--- src/hw/rtl/bsf_pkg.sv ---
// ----------------------------------------------------------------------------
// bsf_pkg
// Shared types and constants for the byte-stuffing framer/deframer.
// ----------------------------------------------------------------------------
`default_nettype none

package bsf_pkg;

  // Configuration register indexes
  localparam logic [1:0] CFG_MODE   = 2'd0;
  localparam logic [1:0] CFG_FLAG   = 2'd1;
  localparam logic [1:0] CFG_ESCAPE = 2'd2;

  localparam logic [7:0] FLAG_RST   = 8'd126;
  localparam logic [7:0] ESCAPE_RST = 8'd125;

  localparam logic MODE_FRAME   = 1'b0;
  localparam logic MODE_DEFRAME = 1'b1;

  // Result kinds
  localparam logic [1:0] KIND_BYTE    = 2'd0;
  localparam logic [1:0] KIND_END     = 2'd1;
  localparam logic [1:0] KIND_NOSTART = 2'd2;
  localparam logic [1:0] KIND_NOEND   = 2'd3;

  // Deframer phases
  localparam logic [1:0] PH_HUNT     = 2'd0;
  localparam logic [1:0] PH_IN       = 2'd1;
  localparam logic [1:0] PH_IN_ESC   = 2'd2;
  localparam logic [1:0] PH_HUNT_ESC = 2'd3;

  // Most results one input byte can cause
  localparam int MAX_RES   = 4;
  localparam int RES_IDX_W = $clog2(MAX_RES);
  localparam int RES_CNT_W = $clog2(MAX_RES + 1);

  // Command queue between front and back
  localparam int QUEUE_DEPTH = 2;
  localparam int QUEUE_AW    = $clog2(QUEUE_DEPTH);
  localparam int QUEUE_CW    = $clog2(QUEUE_DEPTH + 1);

  typedef struct packed {
    logic [7:0] data_byte;
    logic       last_in;
  } in_word_t;

  typedef struct packed {
    logic [7:0] out_byte;
    logic [1:0] kind;
    logic       last_out;
  } out_word_t;

  typedef struct packed {
    logic [7:0] res_byte;
    logic [1:0] kind;
  } result_t;

  // All results of one input byte, slot 0 first
  typedef struct packed {
    logic [RES_CNT_W-1:0]  count;
    result_t [MAX_RES-1:0] res;
  } cmd_t;

  typedef struct packed {
    logic full;
    logic empty;
  } queue_stat_t;

endpackage

`default_nettype wire

--- src/hw/rtl/bsf_front.sv ---
// ----------------------------------------------------------------------------
// bsf_front
// Accepts input words, holds config and framing state, and turns each byte
// into a command listing the results it causes.
// ----------------------------------------------------------------------------
`default_nettype none

module bsf_front import bsf_pkg::*; (
  input  wire logic        clk,
  input  wire logic        rst_n,
  input  wire logic        in_valid,
  input  wire in_word_t    in_word,
  input  wire queue_stat_t q_stat,
  input  wire logic        cfg_we,
  input  wire logic [1:0]  cfg_index,
  input  wire logic [7:0]  cfg_data,
  output logic             push,
  output cmd_t             push_cmd
);

  logic       mode_r, mode_nxt;
  logic [7:0] flag_r, flag_nxt;
  logic [7:0] esc_r, esc_nxt;
  logic       started_r, started_nxt;
  logic [1:0] phase_r, phase_nxt;
  logic       accept;

  logic                  st_nxt;
  logic [1:0]            ph_nxt;
  logic [RES_CNT_W-1:0]  cnt;
  result_t [MAX_RES-1:0] res;
  logic [7:0]            b;

  assign accept = in_valid && !q_stat.full;
  assign b      = in_word.data_byte;

  // Result list for the current byte
  always_comb begin
    st_nxt = started_r;
    ph_nxt = phase_r;
    cnt    = '0;
    res    = '0;
    if (mode_r == MODE_FRAME) begin
      if (!started_r) begin
        res[cnt[RES_IDX_W-1:0]] = '{res_byte: flag_r, kind: KIND_BYTE};
        cnt    = cnt + 1'b1;
        st_nxt = 1'b1;
      end
      if (b == flag_r) begin
        res[cnt[RES_IDX_W-1:0]] = '{res_byte: esc_r, kind: KIND_BYTE};
        cnt = cnt + 1'b1;
      end
      res[cnt[RES_IDX_W-1:0]] = '{res_byte: b, kind: KIND_BYTE};
      cnt = cnt + 1'b1;
      if (in_word.last_in) begin
        res[cnt[RES_IDX_W-1:0]] = '{res_byte: flag_r, kind: KIND_BYTE};
        cnt    = cnt + 1'b1;
        st_nxt = 1'b0;
      end
    end else begin
      case (phase_r)
        PH_HUNT: begin
          if (b == flag_r) begin
            ph_nxt = PH_IN;
            st_nxt = 1'b1;
          end else if (b == esc_r) begin
            ph_nxt = PH_HUNT_ESC;
          end
        end
        PH_HUNT_ESC: begin
          // escaped flag is not a start; a further escape keeps the hold
          if (b != flag_r && b == esc_r) ph_nxt = PH_HUNT_ESC;
          else ph_nxt = PH_HUNT;
        end
        PH_IN: begin
          if (b == flag_r) begin
            res[cnt[RES_IDX_W-1:0]] = '{res_byte: 8'd0, kind: KIND_END};
            cnt    = cnt + 1'b1;
            ph_nxt = PH_HUNT;
          end else if (b == esc_r) begin
            ph_nxt = PH_IN_ESC;
          end else begin
            res[cnt[RES_IDX_W-1:0]] = '{res_byte: b, kind: KIND_BYTE};
            cnt = cnt + 1'b1;
          end
        end
        default: begin
          // held escape
          if (b == flag_r) begin
            res[cnt[RES_IDX_W-1:0]] = '{res_byte: b, kind: KIND_BYTE};
            cnt    = cnt + 1'b1;
            ph_nxt = PH_IN;
          end else if (b == esc_r) begin
            res[cnt[RES_IDX_W-1:0]] = '{res_byte: esc_r, kind: KIND_BYTE};
            cnt = cnt + 1'b1;
          end else begin
            res[cnt[RES_IDX_W-1:0]] = '{res_byte: esc_r, kind: KIND_BYTE};
            cnt = cnt + 1'b1;
            res[cnt[RES_IDX_W-1:0]] = '{res_byte: b, kind: KIND_BYTE};
            cnt    = cnt + 1'b1;
            ph_nxt = PH_IN;
          end
        end
      endcase
      if (in_word.last_in) begin
        if (ph_nxt == PH_IN || ph_nxt == PH_IN_ESC) begin
          res[cnt[RES_IDX_W-1:0]] = '{res_byte: 8'd0, kind: KIND_NOEND};
          cnt = cnt + 1'b1;
        end else if (!st_nxt) begin
          res[cnt[RES_IDX_W-1:0]] = '{res_byte: 8'd0, kind: KIND_NOSTART};
          cnt = cnt + 1'b1;
        end
        ph_nxt = PH_HUNT;
        st_nxt = 1'b0;
      end
    end
  end

  assign push           = accept && (cnt != '0);
  assign push_cmd.count = cnt;
  assign push_cmd.res   = res;

  always_comb begin
    mode_nxt    = mode_r;
    flag_nxt    = flag_r;
    esc_nxt     = esc_r;
    started_nxt = started_r;
    phase_nxt   = phase_r;
    if (cfg_we) begin
      case (cfg_index)
        CFG_MODE: begin
          mode_nxt    = cfg_data[0];
          started_nxt = 1'b0;
          phase_nxt   = PH_HUNT;
        end
        CFG_FLAG:   flag_nxt = cfg_data;
        CFG_ESCAPE: esc_nxt  = cfg_data;
        default: ;
      endcase
    end else if (accept) begin
      started_nxt = st_nxt;
      phase_nxt   = ph_nxt;
    end
  end

  always_ff @(posedge clk) begin
    if (!rst_n) begin
      mode_r    <= MODE_FRAME;
      flag_r    <= FLAG_RST;
      esc_r     <= ESCAPE_RST;
      started_r <= 1'b0;
      phase_r   <= PH_HUNT;
    end else begin
      mode_r    <= mode_nxt;
      flag_r    <= flag_nxt;
      esc_r     <= esc_nxt;
      started_r <= started_nxt;
      phase_r   <= phase_nxt;
    end
  end

endmodule

`default_nettype wire

--- src/hw/rtl/bsf_queue.sv ---
// ----------------------------------------------------------------------------
// bsf_queue
// Small command FIFO between front and back; push and pop in one cycle.
// ----------------------------------------------------------------------------
`default_nettype none

module bsf_queue import bsf_pkg::*; (
  input  wire logic   clk,
  input  wire logic   rst_n,
  input  wire logic   push,
  input  wire cmd_t   push_cmd,
  input  wire logic   pop,
  output cmd_t        head_cmd,
  output queue_stat_t q_stat
);

  cmd_t                slot_r [QUEUE_DEPTH];
  logic [QUEUE_AW-1:0] wr_ptr_r, wr_ptr_nxt;
  logic [QUEUE_AW-1:0] rd_ptr_r, rd_ptr_nxt;
  logic [QUEUE_CW-1:0] cnt_r, cnt_nxt;

  assign head_cmd     = slot_r[rd_ptr_r];
  assign q_stat.full  = (cnt_r == QUEUE_CW'(QUEUE_DEPTH));
  assign q_stat.empty = (cnt_r == '0);

  always_comb begin
    wr_ptr_nxt = wr_ptr_r;
    rd_ptr_nxt = rd_ptr_r;
    cnt_nxt    = cnt_r;
    if (push) begin
      wr_ptr_nxt = (wr_ptr_r == QUEUE_AW'(QUEUE_DEPTH - 1)) ? '0 : wr_ptr_r + 1'b1;
    end
    if (pop) begin
      rd_ptr_nxt = (rd_ptr_r == QUEUE_AW'(QUEUE_DEPTH - 1)) ? '0 : rd_ptr_r + 1'b1;
    end
    if (push && !pop)      cnt_nxt = cnt_r + 1'b1;
    else if (!push && pop) cnt_nxt = cnt_r - 1'b1;
  end

  always_ff @(posedge clk) begin
    if (push) slot_r[wr_ptr_r] <= push_cmd;
  end

  always_ff @(posedge clk) begin
    if (!rst_n) begin
      wr_ptr_r <= '0;
      rd_ptr_r <= '0;
      cnt_r    <= '0;
    end else begin
      wr_ptr_r <= wr_ptr_nxt;
      rd_ptr_r <= rd_ptr_nxt;
      cnt_r    <= cnt_nxt;
    end
  end

endmodule

`default_nettype wire

--- src/hw/rtl/bsf_back.sv ---
// ----------------------------------------------------------------------------
// bsf_back
// Walks the head command one result per unstalled cycle into the output reg.
// ----------------------------------------------------------------------------
`default_nettype none

module bsf_back import bsf_pkg::*; (
  input  wire logic        clk,
  input  wire logic        rst_n,
  input  wire cmd_t        head_cmd,
  input  wire queue_stat_t q_stat,
  output logic             pop,
  output logic             out_valid,
  input  wire logic        out_stall,
  output out_word_t        out_word
);

  logic [RES_IDX_W-1:0] idx_r, idx_nxt;
  logic                 valid_r, valid_nxt;
  out_word_t            word_r;
  logic                 load, take, is_last;
  result_t              sel;

  assign load    = !valid_r || !out_stall;
  assign take    = load && !q_stat.empty;
  assign sel     = head_cmd.res[idx_r];
  assign is_last = ({1'b0, idx_r} + 1'b1) == head_cmd.count;
  assign pop     = take && is_last;

  always_comb begin
    idx_nxt   = idx_r;
    valid_nxt = valid_r;
    if (load) valid_nxt = !q_stat.empty;
    if (take) idx_nxt = is_last ? '0 : idx_r + 1'b1;
  end

  always_ff @(posedge clk) begin
    if (take) begin
      word_r.out_byte <= sel.res_byte;
      word_r.kind     <= sel.kind;
      word_r.last_out <= is_last;
    end
  end

  always_ff @(posedge clk) begin
    if (!rst_n) begin
      idx_r   <= '0;
      valid_r <= 1'b0;
    end else begin
      idx_r   <= idx_nxt;
      valid_r <= valid_nxt;
    end
  end

  assign out_valid = valid_r;
  assign out_word  = word_r;

endmodule

`default_nettype wire

--- src/hw/rtl/byte_stuffing_framer.sv ---
// ----------------------------------------------------------------------------
// byte_stuffing_framer
// Flag/escape byte-stuffing framer (mode 0) and deframer (mode 1).
// ----------------------------------------------------------------------------
// One byte word enters per cycle while in_stall is low. Each byte causes zero
// to four result words (opening flag, escape, byte, closing flag when framing;
// data, end of frame, missing start or missing end when deframing), which
// leave one per cycle, when not stalled, from a registered output, last_out
// marking the final result of a byte. The input side keeps taking bytes until
// the two-entry command queue between the classifying front and the output
// back is full, so one result per byte sustains one byte per cycle when the
// output is not stalled. A taken byte's command passes the queue, then the
// output register. Config registers (mode, flag_byte, escape_byte) are written
// through cfg_we/cfg_index/cfg_data; the user must write them only while the
// block is idle (not enforced); any write to mode restarts framing state.
// ----------------------------------------------------------------------------
`default_nettype none

module byte_stuffing_framer import bsf_pkg::*; (
  input  wire logic       clk,
  input  wire logic       rst_n,
  // input channel
  input  wire logic       in_valid,
  output logic            in_stall,
  input  wire in_word_t   in_word,
  // result channel
  output logic            out_valid,
  input  wire logic       out_stall,
  output out_word_t       out_word,
  // config writes
  input  wire logic       cfg_we,
  input  wire logic [1:0] cfg_index,
  input  wire logic [7:0] cfg_data
);

  queue_stat_t q_stat;
  logic        push, pop;
  cmd_t        push_cmd, head_cmd;

  // back-pressure on input only when no queue slot is free
  assign in_stall = q_stat.full;

  // front: config, state, byte -> command
  bsf_front u_front (
    .clk       (clk),
    .rst_n     (rst_n),
    .in_valid  (in_valid),
    .in_word   (in_word),
    .q_stat    (q_stat),
    .cfg_we    (cfg_we),
    .cfg_index (cfg_index),
    .cfg_data  (cfg_data),
    .push      (push),
    .push_cmd  (push_cmd)
  );

  // decoupling queue
  bsf_queue u_queue (
    .clk      (clk),
    .rst_n    (rst_n),
    .push     (push),
    .push_cmd (push_cmd),
    .pop      (pop),
    .head_cmd (head_cmd),
    .q_stat   (q_stat)
  );

  // back: command -> result words
  bsf_back u_back (
    .clk       (clk),
    .rst_n     (rst_n),
    .head_cmd  (head_cmd),
    .q_stat    (q_stat),
    .pop       (pop),
    .out_valid (out_valid),
    .out_stall (out_stall),
    .out_word  (out_word)
  );

endmodule

`default_nettype wire
--- config.mk ---
export PLATFORM = sky130hd
export DESIGN_NAME = byte_stuffing_framer
export DESIGN_NICKNAME = d
export VERILOG_FILES = /design/src/hw/rtl/bsf_pkg.sv /design/src/hw/rtl/bsf_front.sv /design/src/hw/rtl/bsf_queue.sv /design/src/hw/rtl/bsf_back.sv /design/src/hw/rtl/byte_stuffing_framer.sv
export SDC_FILE = /design/constraint.sdc
export NUM_CORES = 1
export LEC_CHECK = 0
export BUFFER_PORTS_ARGS = -buffer_cell sky130_fd_sc_hd__buf_2
export CAP_MARGIN = 20
export CORE_MARGIN = 2
export CORE_UTILIZATION = 55
export CTS_BUF_LIST = sky130_fd_sc_hd__clkbuf_8
export DETAILED_ROUTE_END_ITERATION = 10
export PLACE_DENSITY = 0.73
export SLEW_MARGIN = 20
export SYNTH_ARGS = -nofsm -noshare
export SYNTH_HDL_FRONTEND = slang
export SYNTH_SLANG_ARGS = --single-unit
--- constraint.sdc ---
create_clock -name clk -period 9.97 [get_ports clk]
set_input_delay 2.4925 -clock clk [delete_from_list [all_inputs] [get_ports clk]]
set_output_delay 2.4925 -clock clk [all_outputs]
set_load 0.005 [all_outputs]
== Word level (Yosys, flattened, before mapping) ==
Memories as Yosys holds them, arrays and structs flattened. A register that Yosys moved wholly into a read port is not among the register bits.
Cells that the tools add are included.
Operators by class
  bitwise gates (word level): 6
  $add $sub $neg: 10
  eq/ne operators: 12
  magnitude comparators: 9
  reduce and logical (&&, ||, !) cells: 33
  mux-type cells: 77
Operators by type and width (number)
  2-to-1 mux 40 bit: 7
  2-to-1 mux 10 bit: 14
  bitwise mux 40 bit: 3
  demux 10 bit (select 2 bit): 4
  bitwise AND 18 x 36 -> 36 bit: 1
  NOT 36 bit: 1
  2-to-1 mux 2 bit: 17
  2-to-1 mux 3 bit: 11
  bitwise AND 16 x 32 -> 32 bit: 1
  NOT 32 bit: 1
  binary-select mux 10 bit (select 2 bit): 1
  one-hot mux 10 bit (2 select lines): 1
  2-to-1 mux 1 bit: 17
  == test 8 bit: 2
  less-than comparator 2 x 3 -> 1 bit (second input constant): 5
  adder 3 x 1 -> 3 bit (second input constant): 4
  logical AND 1 bit: 11
  == test 2 bit (second input constant): 4
  >= comparator 2 x 1 -> 1 bit (second input constant): 4
  inequality test 8 bit: 1
  OR 4 x 8 -> 8 bit: 1
  AND reduction 2 bit: 4
  == test 2 x 1 -> 1 bit (second input constant): 3
  logical NOT 1 bit: 6
  other kinds (16): 23
Word-level totals
  bits in writable memories: 86
  input bits: 24
  output and inout bits: 13
  word-level logic and storage cells: 161
  flip-flop bits (word level): 38
  memories: 1
Memory list
  u_queue.slot_r: words 2, width 43, read ports 1, clocked after Yosys merged registers in 1, wr ports 1, RTL line bsf_queue.sv:17  | cmd_t slot_r [QUEUE_DEPTH];

== Depth between registers and ports, before layout ==
Gate-level depths: netlist (run 1).
  depth after elaboration: 16
  gate-level depth with buffers: 17
  gate-level depth less buffers: 16

== By module ==
Synthesis (run 1) repeated with hierarchy kept, for this count alone.
Unflattened totals
  cell total of the unflattened synthesis: 540
  area total of the unflattened synthesis: 6361.1 µm²
By module, submodules not included
  bsf_queue: seq. area each 2682.6 µm², area each 3320.7 µm², instances 1, cells each 156
  bsf_front: seq. area each 400.4 µm², area each 2297.2 µm², instances 1, cells each 343
  bsf_back: seq. area each 390.4 µm², area each 743.2 µm², instances 1, cells each 41

== Least setup slack after synthesis (run 1) ==
OpenSTA, ideal clock, no wires.
  kind: input-to-reg
  start: in in_word[8] (netlist name)
  end: mem u_queue.slot_r[0][0] (netlist name), enable pin
  path buffers: 1
  library setup time: 0.443 ns
  data required time: 9.527 ns
  data arrival time: 6.316 ns
  setup slack: 3.210 ns
  cell stages on the path: 11
  cell sequence: buf_4 -> xor2_1 -> nor4_4 -> nand2_4 -> ha_1 -> or3_1 -> o221ai_2 -> o21ai_0 -> a31oi_2 -> o31ai_4 -> nor2_1
RTL lines
  from (decl): RTL line byte_stuffing_framer.sv:25  | input wire in_word_t in_word,
  to (decl): RTL line bsf_queue.sv:17

==> flow_summary.json, run 1 <==
{
  "postRouteAntennaNets": 0,
  "area_delta_synth_final_pct": 9.62,
  "hpwl_um": 9270,
  "multi_input_area_um2": 2690,
  "regArea_um2": 3470,
  "grt_overflow_total": 0,
  "grt_pass1_vias": 4139,
  "clkTransAtPathRegs_ns": 0.07,
  "cts-root-buf": "clkbuf_8",
  "diodes": 0,
  "die_area_um2": 12500,
  "crit_type": "input pin to register",
  "antenna_found_initial": 0,
  "critPathTopFamily": "simple AND/OR/NAND/NOR gates",
  "relSlewSlack_pct": 46.5,
  "drv_slew": 0,
  "cellLeakagePower_nw": 2.55,
  "cts_inserted_buffers": 17,
  "min_period_over_period_pct": 58.8,
  "reg2reg_to": "u_queue.cnt_r[1]$_SDFFE_PN0P_",
  "core_um2": 11400,
  "skew_ns": 0.0109,
  "synth_edf_count": 97,
  "p_int_mw": 1.09,
  "hold_path_end": "u_back.out_valid$_SDFFE_PN0P_",
  "crit_top_cell": "ha_1",
  "p_seq_share_pct": 48.7,
  "rows": 39,
  "cp-start-kind": "input pin",
  "async_flop_share_pct": 0,
  "clk_latency_ns": 0.43,
  "die_h_um": 112,
  "pwr-share-comb_pct": 21.8,
  "numPortBuffers": 36,
  "r2r_slack_ns": 5.86,
  "cts_resized": 0,
  "postSynthAreaPerCell_um2": 11.7,
  "p_per_area_nw_per_um2": 215,
  "syn_nets": 585,
  "ir_drop_mv": 0.104,
  "grt_max_degree": 44,
  "grt_pass1_wl_um": 21900,
  "post-route-min-period_ns": 5.86,
  "clockBufferDepth": 2,
  "crit-reg2reg-launch": "u_front.flag_r[4]$_SDFFE_PN1P_",
  "tightest_slew_ns": 0.797,
  "cp.required_ns": 10.32,
  "wl_um": 13500,
  "pwr-share-clk_pct": 29.5,
  "start_util_pct": 56.2,
  "yosysWarnings": 0,
  "drv_cap": 0,
  "hold_viol": 0,
  "drt_iter0_markers": 465,
  "cp_slowest_stage_delay_ns": 0.74,
  "arrival_ns": 6.21,
  "drc": 0,
  "power_switching_mw": 0.422,
  "worstHoldPathType": "register to register",
  "setup_tns_ns": 0,
  "synth_seq_area_share_pct": 54.2,
  "cts_tree": "yes",
  "place_area_um2": 6620,
  "fmax_mhz": 171,
  "p_sw_share_pct": 27.9,
  "rsz0062_at_grt": "no",
  "min_path_cells": 2,
  "status": "completed",
  "synth_cell_types": 57,
  "vias": 4324,
  "min_from": "u_back.out_valid$_SDFFE_PN0P_",
  "hold_buffers": 0,
  "clock_sinks": 125,
  "ys_ff_latch": 125,
  "nNetsFinal": 598,
  "wl_per_cell_um": 18.8,
  "fin_area_um2": 7030,
  "io_pins": 37,
  "cpMaxStageDelayCell": "ha_1",
  "cp_max_fo": 21,
  "crit_chain": "buf_2 -> xor2_1 -> nor4_4 -> nand2_4 -> ha_1 -> nor2_1 -> nor3_1 -> a31oi_2 -> o31ai_4 -> inv_2 -> ha_1 -> or3_1 -> a21boi_0",
  "cp-end-kind": "register",
  "place_congestion": 0.937,
  "nFillCells": 915,
  "r2r_cells": 12,
  "setup-violations-final": 0,
  "first_pass_iters": 6,
  "htreeDepth": 4,
  "drive_above_1_share_pct": 21.2,
  "synth_flop_cell": "edfxtp_1",
  "syn_area_um2": 6410,
  "die_x_um": 112,
  "grt_use_total_pct": 22.7,
  "post_cts_buffers": 0,
  "synth_cells": 550,
  "vias_per_cell": 6.01,
  "critPathBufInv": 2
}
-- how the worst max path moves through the flow --
stage               startpoint  cells past startpoint  slack [ns]                        endpoint
global route        in_word[7]                     14        3.92   u_queue.cnt_r[1]$_SDFFE_PN0P_
floorplan           in_word[8]                     11        3.21  u_queue.slot_r[0][0]$_DFFE_PP_
finish              in_word[7]                     13        4.11   u_queue.cnt_r[1]$_SDFFE_PN0P_
global placement    in_word[7]                     10        3.61  u_queue.slot_r[1][5]$_DFFE_PP_
CTS                 in_word[7]                     13        4.15   u_queue.cnt_r[1]$_SDFFE_PN0P_
detailed placement  in_word[7]                     13        3.70   u_queue.cnt_r[1]$_SDFFE_PN0P_
-- synthesized netlist by cell type (8+ instances only) --
cell      count  area, µm²
nand2_1      72        270
ha_1         11        138
dfxtp_1      28        561
buf_2        10       50.1
nor2b_1      15       93.8
nor2_1       26       97.6
mux4_2       20        450
o22ai_1       9       56.3
a22o_1        8       70.1
clkbuf_1     27        101
a22oi_1      15        113
a31oi_1       8       50.1
edfxtp_1     97       2910
mux2i_1      13        130
and3_1        9       56.3
a21oi_1      22        110
o21ai_0      23        115
xor2_1       19        166
nand3_1      27        135
mux2_2       10        113
-- power groups by stage --
stage | logic (mW) | clock network (mW) | registers [mW]
floorplan | 0.239 | 0 | 0.734
global placement | 0.309 | 0 | 0.748
detailed placement | 0.333 | 0 | 0.750
CTS | 0.334 | 0.454 | 0.738
global route | 0.365 | 0.479 | 0.748
finish | 0.330 | 0.446 | 0.737
-- metal layers --
layer	part of all wire (%)	global-route usage [%]
met4	0.98	6.75
met1	45	32.1
met5	0	0
met2	48	35.0
met3	6.4	5.99
-- registers in the layout, summed over array words and instances, names as in the netlist, 2 cells and up, named ones only --
signal           cells
u_queue.slot_r      86
u_back.out_word     11
u_front.esc_r        8
u_front.flag_r       8
u_back.idx_r         2
u_front.phase_r      2
u_queue.cnt_r        2
-- area by class of cell --
| cell class | count | share of cell area (%) |
|---|---|---|
| Clock inverter | 15 | 2.44 |
| Inverter | 10 | 0.570 |
| Timing Repair Buffer | 41 | 3.49 |
| Tap cell | 143 | 2.55 |
| Multi-Input combinational cell | 368 | 38.2 |
| Clock buffer | 17 | 3.33 |
| Sequential cell | 125 | 49.4 |
-- metrics by stage --
stage	hold WS (ns)	total power, mW	worst slack [ns]	util, %	cells
floorplan	0.448	0.974	3.21	-	550
global placement	0.477	1.06	3.61	57.6	685
detailed placement	0.483	1.08	3.70	58.0	687
CTS	0.501	1.53	4.15	61.6	719
global route	0.516	1.59	3.92	61.6	719
finish	0.495	1.51	4.11	61.6	719
-- placed cells by master, fill, tap and decap left out, types with 15 or more instances in the layout --
cell type	synthesis	routed
nor2_1	26	24
nand3_1	27	27
a22oi_1	15	15
clkbuf_8	0	17
o21ai_0	23	23
nand2_1	72	72
nor2b_1	15	15
dfxtp_1	28	28
buf_2	10	36
edfxtp_1	97	97
a21oi_1	22	22
xor2_1	19	19
mux4_2	20	20
-- logic make-up after synthesis --
| logic type | count (synthesis) | synth area share (%) |
|---|---|---|
| buf+inv | 57 | 4.18 |
| simple gates | 186 | 14.7 |
| mux | 43 | 10.8 |
| flops | 125 | 54.2 |
| fa+ha+maj | 11 | 2.15 |
| compound gates | 104 | 10.8 |
| xor+xnor | 24 | 3.28 |
-- worst register-to-register path, stage by stage, from the launching register on --
cell and delay [ns]:
dfxtp_1 0.51, xor2_1 0.16, nor4_4 0.40, nand2_4 0.17
ha_1 0.74, nor2_1 0.33, nor3_1 0.28, a31oi_2 0.09
o31ai_4 0.43, inv_2 0.08, ha_1 0.32, or3_1 0.35
a21boi_0 0.18
Power figures use the tool's default switching activity.
==> run 2: changes to the inputs <==
- ABC_AREA: default -> 1
- PLACE_DENSITY: 0.73 -> 0.76
- clock period: 9.97 -> 5 ns (I/O delays scaled with it)
==> flow_summary.json, run 2 <==
{
  "status": "completed",
  "p_per_area_nw_per_um2": 422,
  "yosys-top-cells-count": "nor2_1, nand2_1, edfxtp_1",
  "skew_ns": 0.0111,
  "postRouteAntennaNets": 0,
  "synthSimpleGateAreaFrac_pct": 19.1,
  "nNetsFinal": 839,
  "tightest_slew_ns": 0.780,
  "cp-end-kind": "register",
  "synth_cells": 769,
  "regArea_um2": 3470,
  "min_from": "u_queue.rd_ptr_r$_SDFFE_PN0P_",
  "clk_latency_ns": 0.45,
  "synth_cell_types": 33,
  "largest_register": "u_queue.slot_r",
  "die_h_um": 113,
  "startpoint": "in_word[6]",
  "worstHoldPathType": "register to register",
  "synth_edf_count": 97,
  "cellLeakagePower_nw": 2.96,
  "synth_flop_cell": "edfxtp_1",
  "fmax_mhz": 248,
  "drt_iter0_markers": 669,
  "crit-reg2reg-launch": "u_front.flag_r[5]$_SDFFE_PN1P_",
  "synthMuxAreaShare_pct": 0,
  "grt_pass1_wl_um": 26500,
  "grt_use_total_pct": 26.9,
  "vias": 5594,
  "drv_slew": 0,
  "place_congestion": 0.986,
  "cts_inserted_buffers": 17,
  "die_x_um": 113,
  "postSynthAreaPerCell_um2": 8.56,
  "numPortBuffers": 36,
  "min_path_cells": 2,
  "synth_most_common_cell": "nor2_1",
  "cts-root-buf": "clkbuf_8",
  "setup-violations-final": 0,
  "clkTransAtPathRegs_ns": 0.08,
  "grt_pass1_vias": 5214,
  "grt_max_degree": 45,
  "async_flop_share_pct": 0,
  "relSlewSlack_pct": 47.8,
  "ys_ff_latch": 125,
  "vias_per_cell": 5.83,
  "clock_sinks": 125,
  "synth_seq_area_share_pct": 52.7,
  "htreeDepth": 4,
  "post_cts_buffers": 0,
  "rsz0062_at_grt": "no",
  "wl_per_cell_um": 17.2,
  "crit_type": "input pin to register",
  "hold_buffers": 0,
  "hold_viol": 0,
  "first_pass_iters": 6,
  "core_um2": 11600,
  "syn_area_um2": 6590,
  "diodes": 0,
  "wl_um": 16500,
  "yosysWarnings": 0,
  "multi_input_area_um2": 2640,
  "mostFrequentLayoutCell": "nor2_1",
  "post-route-min-period_ns": 4.04,
  "layout.cells.most_common_list": "nor2_1, nand2_1, edfxtp_1, inv_1, o21ai_0",
  "antenna_found_initial": 0,
  "drv_cap": 0,
  "area_delta_synth_final_pct": 11.7,
  "cp.required_ns": 5.33,
  "r2r_cells": 22,
  "synth-compound-area-share_pct": 18.0,
  "syn_nets": 804,
  "rows": 39,
  "synthAdderAreaFrac_pct": 2.09,
  "r2r_slack_ns": 1.52,
  "min_period_over_period_pct": 80.8,
  "synth_top_family_by_area": "simple AND/OR/NAND/NOR gates",
  "cp_max_fo": 20,
  "drive_above_1_share_pct": 13.6,
  "whs_ns": 0.492,
  "io_pins": 37,
  "cts_tree": "yes",
  "synthXorXnorAreaFrac_pct": 0.798,
  "cts_resized": 0,
  "arrival_ns": 4.37,
  "setup_tns_ns": 0,
  "largest_reg_flops": 86,
  "ir_drop_mv": 0.172,
  "grt_overflow_total": 0,
  "clockBufferDepth": 2,
  "synth_top_area_cell": "edfxtp_1",
  "reg2reg_to": "u_queue.cnt_r[1]$_SDFFE_PN0P_",
  "nFillCells": 988,
  "start_util_pct": 57.0,
  "drc": 0,
  "cp-start-kind": "input pin",
  "die_area_um2": 12900,
  "hpwl_um": 11500,
  "synthTopCellsByArea": "edfxtp_1, dfxtp_1, nor2_1, nand2_1, o21ai_0",
  "synth_top_area_share_pct": 44.2
}
==> run 2: through the flow <==
step | cell area (µm²) | std cells | setup WS, ns | power [mW] | util, %
floorplan | 6590 | 769 | 0.481 | 1.96 | -
detailed placement | 6950 | 928 | 0.652 | 2.23 | 60.1
global route | 7360 | 960 | 0.680 | 3.27 | 63.6
CTS | 7360 | 960 | 1.01 | 3.13 | 63.6
finish | 7360 | 960 | 0.962 | 3.11 | 63.6
global placement | 6950 | 928 | 0.798 | 2.20 | 60.1
==> run 2: cells by family after synthesis <==
kind of cell | Yosys count
DFF | 125
and+or+nand+nor | 298
buffers and inverters | 127
AOI/OAI and AO/OA | 202
xor gates and xnor gates | 6
adders and majority gates | 11
==> run 2: area by class of cell <==
| class | instances | share of cell area [%] |
|---|---|---|
| clock buffers | 17 | 3.18 |
| clock inverters | 15 | 2.35 |
| inverters | 93 | 4.74 |
| multi-input cells | 517 | 35.9 |
| flip-flops and latches | 125 | 47.2 |
| well taps | 143 | 2.43 |
| repair buffers | 50 | 4.22 |
==> run 2: report_power, final <==
part	internal [mW]	leakage (nW)	switching [mW]	total, mW
sequential	1.35	1.15	0.0505	1.41
combinational	0.264	1.61	0.537	0.801
clock	0.490	0.202	0.413	0.903
==> run 2: how the worst max path moves through the flow <==
stage	to	slack (ns)	depth (start not counted)
2_1_floorplan	u_queue.slot_r[0][0]$_DFFE_PP_	0.48	16
3_3_place_gp	u_queue.cnt_r[1]$_SDFFE_PN0P_	0.80	23
3_5_place_dp	u_queue.cnt_r[1]$_SDFFE_PN0P_	0.65	23
4_1_cts	u_queue.cnt_r[1]$_SDFFE_PN0P_	1.01	23
5_1_grt	u_queue.cnt_r[1]$_SDFFE_PN0P_	0.68	23
6_report	u_queue.cnt_r[1]$_SDFFE_PN0P_	0.96	23
==> run 2: metal layers <==
| layer | GRT usage (%) | vias to the layer above | wire length, µm |
|---|---|---|---|
| li1 | - | 2713 | - |
| met1 | 37.5 | 2541 | 7340 |
| met2 | 40.5 | 305 | 7240 |
| met3 | 7.07 | 35 | 1590 |
| met4 | 10.5 | 0 | 366 |
| met5 | 0 | - | 0 |
==> run 2: critical path, cell delays in order <==
cell	delay [ns]
buf_2	0.13
inv_2	0.13
nand2_1	0.07
nand2_1	0.06
nand2_1	0.07
nor2_2	0.15
nand2_4	0.16
nand2_4	0.17
inv_1	0.11
o22ai_1	0.29
ha_1	0.20
nand2_1	0.05
inv_1	0.06
a21oi_1	0.07
a21oi_2	0.20
nand3_2	0.11
nand2_1	0.14
inv_1	0.06
ha_1	0.30
a21oi_1	0.11
o21ai_0	0.15
o21ai_0	0.24
a21oi_1	0.08
